### src/hw/rtl/dkq_pkg.sv
// Package: shared constants and record types for the descending-key quicksort.
`timescale 1ns / 1ps
package dkq_pkg;
    localparam int MAX_RECORDS = 64;
    localparam int KEY_WIDTH   = 16;
    localparam int ADDR_W      = $clog2(MAX_RECORDS);
    localparam int CNT_W       = $clog2(MAX_RECORDS + 1);
    localparam int STK_W       = 2 * ADDR_W;

    typedef struct packed {
        logic [15:0] sort_key;
        logic        last_item;
    } t_in_item;

    typedef struct packed {
        logic [15:0] out_key;
        logic [5:0]  original_index;
        logic        last_result;
    } t_out_item;

    typedef struct packed {
        logic [KEY_WIDTH-1:0] key;
        logic [ADDR_W-1:0]    idx;
    } t_rec;

    localparam int REC_W = $bits(t_rec);
endpackage

### src/hw/rtl/dkq_ram.sv
// Generic single-write, single-read RAM with registered read data.
`timescale 1ns / 1ps
module dkq_ram #(
    parameter int WIDTH = 8,
    parameter int DEPTH = 64
) (
    input  logic                     i_clk,
    input  logic                     i_we,
    input  logic [$clog2(DEPTH)-1:0] i_waddr,
    input  logic [WIDTH-1:0]         i_wdata,
    input  logic [$clog2(DEPTH)-1:0] i_raddr,
    output logic [WIDTH-1:0]         o_rdata
);
    logic [WIDTH-1:0] r_mem [DEPTH];
    logic [WIDTH-1:0] r_rdata;

    always_ff @(posedge i_clk) begin
        if (i_we) begin
            r_mem[i_waddr] <= i_wdata;
        end
        r_rdata <= r_mem[i_raddr];
    end

    assign o_rdata = r_rdata;
endmodule

### src/hw/rtl/descending_key_quicksort.sv
// Top level: record memory, range stack and quicksort sequencer.
// Loading: one record per cycle, busy stays low until the record marked last.
// Sort: each partition scan step is a read plus a compare (S_RRD/S_RCMP or S_LRD/S_LCMP).
// Output: each result takes a read state and an emit state after the sort; the receiver cannot stall.
// Reset: synchronous active-low; clears counters and sequencer, memories are not cleared.
`timescale 1ns / 1ps
module descending_key_quicksort (
    input  logic                i_clk,
    input  logic                i_rst_n,
    input  logic                start,
    input  dkq_pkg::t_in_item   i_item,
    output logic                busy,
    output logic                o_result_valid,
    output dkq_pkg::t_out_item  o_result
);
    typedef enum logic [12:0] {
        S_IDLE  = 13'b0000000000001,
        S_POP   = 13'b0000000000010,
        S_POPD  = 13'b0000000000100,
        S_PIVR  = 13'b0000000001000,
        S_PIVD  = 13'b0000000010000,
        S_RRD   = 13'b0000000100000,
        S_RCMP  = 13'b0000001000000,
        S_LRD   = 13'b0000010000000,
        S_LCMP  = 13'b0000100000000,
        S_DONE  = 13'b0001000000000,
        S_PUSH2 = 13'b0010000000000,
        S_ORD   = 13'b0100000000000,
        S_OEM   = 13'b1000000000000
    } t_state;

    t_state r_state, n_state;
    logic [dkq_pkg::CNT_W-1:0]  r_cnt, n_cnt, r_sp, n_sp, r_k, n_k;
    logic [dkq_pkg::ADDR_W-1:0] r_lo, n_lo, r_hi, n_hi, r_piv, n_piv;
    logic [dkq_pkg::ADDR_W-1:0] r_first, n_first, r_last, n_last;
    dkq_pkg::t_rec              r_pivot, n_pivot;

    logic                       mem_we, stk_we;
    logic [dkq_pkg::ADDR_W-1:0] mem_waddr, mem_raddr, stk_waddr, stk_raddr;
    dkq_pkg::t_rec              mem_wdata, mem_rdata;
    logic [dkq_pkg::STK_W-1:0]  stk_wdata, stk_rdata;
    logic                       push1_ok, push2_ok, sp_room;
    logic [dkq_pkg::CNT_W-1:0]  cnt_next, sp_dec;

    dkq_ram #(.WIDTH(dkq_pkg::REC_W), .DEPTH(dkq_pkg::MAX_RECORDS)) u_rec_ram (
        .i_clk  (i_clk),
        .i_we   (mem_we),
        .i_waddr(mem_waddr),
        .i_wdata(mem_wdata),
        .i_raddr(mem_raddr),
        .o_rdata(mem_rdata)
    );

    dkq_ram #(.WIDTH(dkq_pkg::STK_W), .DEPTH(dkq_pkg::MAX_RECORDS)) u_stack_ram (
        .i_clk  (i_clk),
        .i_we   (stk_we),
        .i_waddr(stk_waddr),
        .i_wdata(stk_wdata),
        .i_raddr(stk_raddr),
        .o_rdata(stk_rdata)
    );

    assign sp_room  = r_sp < dkq_pkg::CNT_W'(dkq_pkg::MAX_RECORDS);
    assign push1_ok = ({1'b0, r_piv} + 1'b1) < {1'b0, r_last};
    assign push2_ok = {1'b0, r_piv} > ({1'b0, r_first} + 1'b1);
    assign sp_dec   = r_sp - 1'b1;
    assign cnt_next = r_cnt + 1'b1;

    always_comb begin
        n_state   = r_state;
        n_cnt     = r_cnt;
        n_sp      = r_sp;
        n_k       = r_k;
        n_lo      = r_lo;
        n_hi      = r_hi;
        n_piv     = r_piv;
        n_first   = r_first;
        n_last    = r_last;
        n_pivot   = r_pivot;
        mem_we    = 1'b0;
        mem_waddr = r_piv;
        mem_wdata = mem_rdata;
        mem_raddr = r_lo;
        stk_we    = 1'b0;
        stk_waddr = r_sp[dkq_pkg::ADDR_W-1:0];
        stk_wdata = {r_piv + 1'b1, r_last};
        stk_raddr = sp_dec[dkq_pkg::ADDR_W-1:0];
        unique case (r_state)
            S_IDLE: begin
                if (start) begin
                    mem_waddr = r_cnt[dkq_pkg::ADDR_W-1:0];
                    mem_wdata.key = i_item.sort_key[dkq_pkg::KEY_WIDTH-1:0];
                    mem_wdata.idx = r_cnt[dkq_pkg::ADDR_W-1:0];
                    if (r_cnt < dkq_pkg::CNT_W'(dkq_pkg::MAX_RECORDS)) begin
                        mem_we = 1'b1;
                        n_cnt  = cnt_next;
                    end
                    if (i_item.last_item) begin
                        // whole set is the first range; no stack entry needed
                        n_lo    = '0;
                        n_first = '0;
                        n_hi    = n_cnt[dkq_pkg::ADDR_W-1:0] - 1'b1;
                        n_last  = n_cnt[dkq_pkg::ADDR_W-1:0] - 1'b1;
                        n_k     = '0;
                        n_state = (n_cnt >= dkq_pkg::CNT_W'(2)) ? S_PIVR : S_ORD;
                    end
                end
            end
            S_POP: begin
                if (r_sp == '0) begin
                    n_k     = '0;
                    n_state = S_ORD;
                end else begin
                    n_sp    = sp_dec;
                    n_state = S_POPD;
                end
            end
            S_POPD: begin
                n_lo    = stk_rdata[dkq_pkg::STK_W-1:dkq_pkg::ADDR_W];
                n_first = stk_rdata[dkq_pkg::STK_W-1:dkq_pkg::ADDR_W];
                n_hi    = stk_rdata[dkq_pkg::ADDR_W-1:0];
                n_last  = stk_rdata[dkq_pkg::ADDR_W-1:0];
                n_state = (n_first >= n_last) ? S_POP : S_PIVR;
            end
            S_PIVR: begin
                mem_raddr = r_lo;
                n_piv     = r_lo;
                n_state   = S_PIVD;
            end
            S_PIVD: begin
                n_pivot = mem_rdata;
                n_state = S_RRD;
            end
            S_RRD: begin
                mem_raddr = r_hi;
                n_state   = (r_hi == r_piv) ? S_DONE : S_RCMP;
            end
            S_RCMP: begin
                if (r_pivot.key >= mem_rdata.key) begin
                    n_hi    = r_hi - 1'b1;
                    n_state = S_RRD;
                end else begin
                    // pivot slot takes the larger key; pivot itself is held in r_pivot
                    mem_we  = 1'b1;
                    n_piv   = r_hi;
                    n_state = S_LRD;
                end
            end
            S_LRD: begin
                mem_raddr = r_lo;
                n_state   = (r_lo == r_piv) ? S_DONE : S_LCMP;
            end
            S_LCMP: begin
                if (mem_rdata.key >= r_pivot.key) begin
                    n_lo    = r_lo + 1'b1;
                    n_state = S_LRD;
                end else begin
                    mem_we  = 1'b1;
                    n_piv   = r_lo;
                    n_state = S_RRD;
                end
            end
            S_DONE: begin
                mem_we    = 1'b1;
                mem_wdata = r_pivot;
                if (push1_ok && sp_room) begin
                    stk_we = 1'b1;
                    n_sp   = r_sp + 1'b1;
                end
                n_state = S_PUSH2;
            end
            S_PUSH2: begin
                stk_wdata = {r_first, r_piv - 1'b1};
                if (push2_ok && sp_room) begin
                    stk_we = 1'b1;
                    n_sp   = r_sp + 1'b1;
                end
                n_state = S_POP;
            end
            S_ORD: begin
                mem_raddr = r_k[dkq_pkg::ADDR_W-1:0];
                n_state   = S_OEM;
            end
            S_OEM: begin
                n_k = r_k + 1'b1;
                if (n_k == r_cnt) begin
                    n_cnt   = '0;
                    n_sp    = '0;
                    n_state = S_IDLE;
                end else begin
                    n_state = S_ORD;
                end
            end
            default: n_state = S_IDLE;
        endcase
    end

    always_ff @(posedge i_clk) begin
        if (!i_rst_n) begin
            r_state <= S_IDLE;
            r_cnt   <= '0;
            r_sp    <= '0;
            r_k     <= '0;
        end else begin
            r_state <= n_state;
            r_cnt   <= n_cnt;
            r_sp    <= n_sp;
            r_k     <= n_k;
        end
    end

    always_ff @(posedge i_clk) begin
        r_lo    <= n_lo;
        r_hi    <= n_hi;
        r_piv   <= n_piv;
        r_first <= n_first;
        r_last  <= n_last;
        r_pivot <= n_pivot;
    end

    assign busy                    = r_state != S_IDLE;
    assign o_result_valid          = r_state == S_OEM;
    assign o_result.out_key        = 16'(mem_rdata.key);
    assign o_result.original_index = 6'(mem_rdata.idx);
    assign o_result.last_result    = (r_k + 1'b1) == r_cnt;

`ifndef NO_ASSERTIONS
    a_result_while_busy: assert property (@(posedge i_clk) disable iff (!i_rst_n)
        o_result_valid |-> busy)
        else $error("result strobe while idle");
    a_last_goes_idle: assert property (@(posedge i_clk) disable iff (!i_rst_n)
        (o_result_valid && o_result.last_result) |=> !busy)
        else $error("block not idle after final result");
    a_no_strobe_after_last: assert property (@(posedge i_clk) disable iff (!i_rst_n)
        (o_result_valid && o_result.last_result) |=> !o_result_valid)
        else $error("result after final record");
    a_stack_bound: assert property (@(posedge i_clk) disable iff (!i_rst_n)
        r_sp <= dkq_pkg::CNT_W'(dkq_pkg::MAX_RECORDS))
        else $error("range stack overflow");
`endif
endmodule
### config.mk
export PLATFORM = sky130hd
export DESIGN_NAME = descending_key_quicksort
export DESIGN_NICKNAME = d
export VERILOG_FILES = /design/src/hw/rtl/dkq_pkg.sv /design/src/hw/rtl/dkq_ram.sv /design/src/hw/rtl/descending_key_quicksort.sv
export SDC_FILE = /design/constraint.sdc
export NUM_CORES = 2
export LEC_CHECK = 0
export BUFFER_PORTS_ARGS = -buffer_cell sky130_fd_sc_hd__buf_2
export CORE_MARGIN = 10
export CORE_UTILIZATION = 60
export CTS_CLUSTER_SIZE = 24
export DETAILED_ROUTE_END_ITERATION = 6
export PLACE_DENSITY = 0.73
export SLEW_MARGIN = 10
export SYNTH_ARGS = -nofsm -noshare
export SYNTH_HDL_FRONTEND = slang
export SYNTH_SLANG_ARGS = --single-unit
### constraint.sdc
create_clock -name i_clk -period 7 [get_ports i_clk]
set_input_delay 1.4 -clock i_clk [delete_from_list [all_inputs] [get_ports i_clk]]
set_output_delay 1.4 -clock i_clk [all_outputs]
set_load 0.01 [all_outputs]
==> flow_summary.yaml <==
timing:
  relSlewSlack: 0.153
  worstMarginPinSlew_ns: 1.27
  period_share: 0.730
  hold_viol_final: 0
  final-setup-viol-count: 0
  holdWs_ns: 0.501
  clock_skew_ns: 0.0579
  fmax_mhz: 196
  rsz0062_at_grt: "false"
  finalSetupTns_ns: 0
  slew_viol_final: 0
  layout_min_cycle_time_ns: 5.11
floorplanning:
  die_y_um: 409
  ioPinCount: 45
  fp-row-count: 142
  dieArea_mm2: 0.168
  chipWidth_um: 409
  initial_core_util: 0.605
  coreArea_mm2: 0.150
synthesis:
  synth_fp_nets: 5666
  netlist_area_mm2: 0.0910
  seq_area_frac_synth: 0.750
  ys_ff_latch: 2296
  synth_edf_count: 2228
  ys.flop_type: "edfxtp_1"
  synth_cell_types: 67
  synth_cells: 5602
  syn_avg_cell_area_um2: 16.2
  yosysWarnings: 0
  synthArstFlopShare: 0
clock_tree:
  hold_buffers: 0
  numCtsBuffers: 217
  clock_latency_ns: 0.88
  postCtsSetupRepairBufs: 0
  cts-htree-levels: 4
  clkTransAtPathRegs_ns: 0.06
  cts.path.max_buffers: 3
  clkSinkCount: 2296
  clock-root-buffer: "clkbuf_16"
  cts_tree: "yes"
  cts.repair.resized: 0
layout:
  fillers: 9632
  multi_input_area_mm2: 0.0218
  mostFrequentLayoutCells: "edfxtp_1 (2228), nand2_1 (949), nand3_1 (288), mux2i_1 (286), mux4_2 (253)"
  regArea_mm2: 0.0683
  nets: 5742
  drive_gt1_frac: 0.157
  layout_commonest_cell: "edfxtp_1"
  area_growth_pct: 11.3
power_and_ir_drop:
  cellPowerDensity_mw_per_mm2: 385
  ir_worst_vdd_mv: 0.418
  p_leak_uw: 0.0334
worst_setup_path:
  crit_type: "flop to output pin"
  path_cells: "nor4_4, and2_1, nand4_1, inv_1, buf_2"
  reg2reg_to: "u_stack_ram.r_mem[6][1]"
  path_max_fanout: 17
  r2r_slack_ns: 1.90
  slowest_stage: "inv_1"
  timing.critical_path.slowest_cell_delay_ns: 0.76
  r2r-start: "r_piv[0]"
  worstPathRequired_ns: 5.60
  startpoint_type: "flop"
  worstPathArrival_ns: 3.71
  ff2ff_path_depth: 11
  cp-end-kind: "output pin"
drt:
  ant_nets: 0
  vias_per_cell: 6.64
  num_vias: 52351
  avgRoutedWirePerCell_um: 30.4
  first_pass_iters: 7
  drt-total-wl_mm: 240
  drc: 1
  drt_iter0_markers: 7686
placement:
  port_buffers: 44
  gp_congestion: 0.908
  dp_hpwl_mm: 140
grt:
  globalRouteTotalUtil: 0.282
  grt_pass1_wl_mm: 350
  gr-total-overflow: 0
  grt_start_max_net_pins: 179
  grt_pass1_vias: 50296
  antenna_found_initial: 15
hold_path:
  hold_class: "flop to flop"
  min_from: "u_rec_ram.o_rdata[4]"
  hold_depth: 0
  hold_end: "r_pivot[4]"
flow_run:
  max-cap-violations: 0
status:
  violations: "DRC"
  status: "finished with violations"
[kinds of logic (layout without fill, tap and decap cells)]
| logic type | after synthesis | after routing | share of synthesized area |
|---|---|---|---|
| adders and majority gates | 44 | 44 | 0.00605 |
| AOI/OAI and AO/OA | 575 | 575 | 0.0411 |
| muxes | 548 | 548 | 0.0952 |
| DFF | 2296 | 2296 | 0.750 |
| and+or+nand+nor | 1706 | 1706 | 0.0844 |
| buffers and inverters | 376 | 637 | 0.0177 |
| xor gates and xnor gates | 57 | 57 | 0.00549 |
| other | 0 | 7 | 0 |
[power by group]
| group | internal [uW] | switching [uW] |
|---|---|---|
| logic | 2400 | 7450 |
| registers | 17100 | 333 |
| clock network | 6470 | 5190 |
[final cells by class]
type | instances | area share
diodes | 7 | 0.000173
clock buffers | 266 | 0.0563
clock inverters | 138 | 0.0141
inverters | 43 | 0.00159
multi-input cells | 2930 | 0.215
flip-flops and latches | 2296 | 0.674
well taps | 2016 | 0.0249
repair buffers | 190 | 0.0138
[per-layer routing]
metal | track usage | vias to the layer above | part of all wire
li1 | - | 21970 | -
met1 | 0.394 | 26524 | 0.37
met2 | 0.430 | 3331 | 0.46
met3 | 0.0689 | 514 | 0.12
met4 | 0.114 | 12 | 0.044
met5 | 0 | - | 0.00037
[registers in the layout, summed over array words and instances (netlist names)]
signal and flops:
r_piv 6, r_last 6, u_stack_ram.o_rdata 12, r_cnt 7, r_state 13, r_k 7, r_hi 6, u_rec_ram.r_mem 1408
u_stack_ram.r_mem 768, u_rec_ram.o_rdata 22, r_first 6, r_sp 7, r_pivot 22, r_lo 6
[cell usage after synthesis (9+ instances only)]
master | n | area, um2
a21o_1 | 21 | 158
a21oi_1 | 104 | 521
a221oi_1 | 21 | 184
a22oi_1 | 46 | 345
a31oi_1 | 112 | 701
a32oi_1 | 64 | 561
and2_1 | 20 | 125
and3_1 | 73 | 457
and4_1 | 23 | 201
buf_1 | 49 | 184
buf_2 | 89 | 445
buf_4 | 21 | 158
clkbuf_1 | 173 | 649
dfxtp_1 | 68 | 1360
edfxtp_1 | 2228 | 66900
ha_1 | 44 | 551
inv_1 | 43 | 161
mux2_2 | 9 | 101
mux2i_1 | 286 | 2860
mux4_2 | 253 | 5700
nand2_1 | 971 | 3640
nand2b_1 | 15 | 93.8
nand3_1 | 291 | 1460
nand3b_1 | 12 | 90.1
nand4_1 | 98 | 613
nor2_1 | 130 | 488
nor3_1 | 21 | 105
o21ai_0 | 61 | 305
o21ai_1 | 19 | 95.1
o22ai_1 | 92 | 576
or3_1 | 14 | 87.6
xnor2_1 | 30 | 263
xor2_1 | 27 | 236
[worst max-delay path: cells and delay by family (launching register included)]
kind          cells  cell delay (ns)
simple gates      3             1.31
flops             1             0.36
buf+inv           2             1.18
[worst max-delay path by stage]
stage                     slack, ns  startpoint                       end  cells past startpoint
final                          1.89  r_state[1]            o_result_valid                      5
after global routing           1.77  r_state[1]            o_result_valid                      5
after CTS                      1.92  r_state[1]            o_result_valid                      5
after detailed placement       1.95    r_piv[0]  u_stack_ram.r_mem[30][4]                     11
after global placement         1.93    r_piv[0]  u_stack_ram.r_mem[30][0]                     11
after floorplan                2.34  r_state[0]   u_stack_ram.r_mem[0][0]                      5
[per-stage QoR]
step / util / power [uW] / instance area, um2 / worst slack (ns) / cells
after global placement: 0.626 / 27100 / 94100 / 1.93 / 7474
after floorplan: - / 23400 / 91000 / 2.34 / 5602
after CTS: 0.673 / 38900 / 101000 / 1.92 / 7879
final: 0.674 / 39000 / 101000 / 1.89 / 7886
after detailed placement: 0.626 / 27400 / 94100 / 1.95 / 7475
after global routing: 0.674 / 40200 / 101000 / 1.77 / 7880
Power figures use the tool's default switching activity.
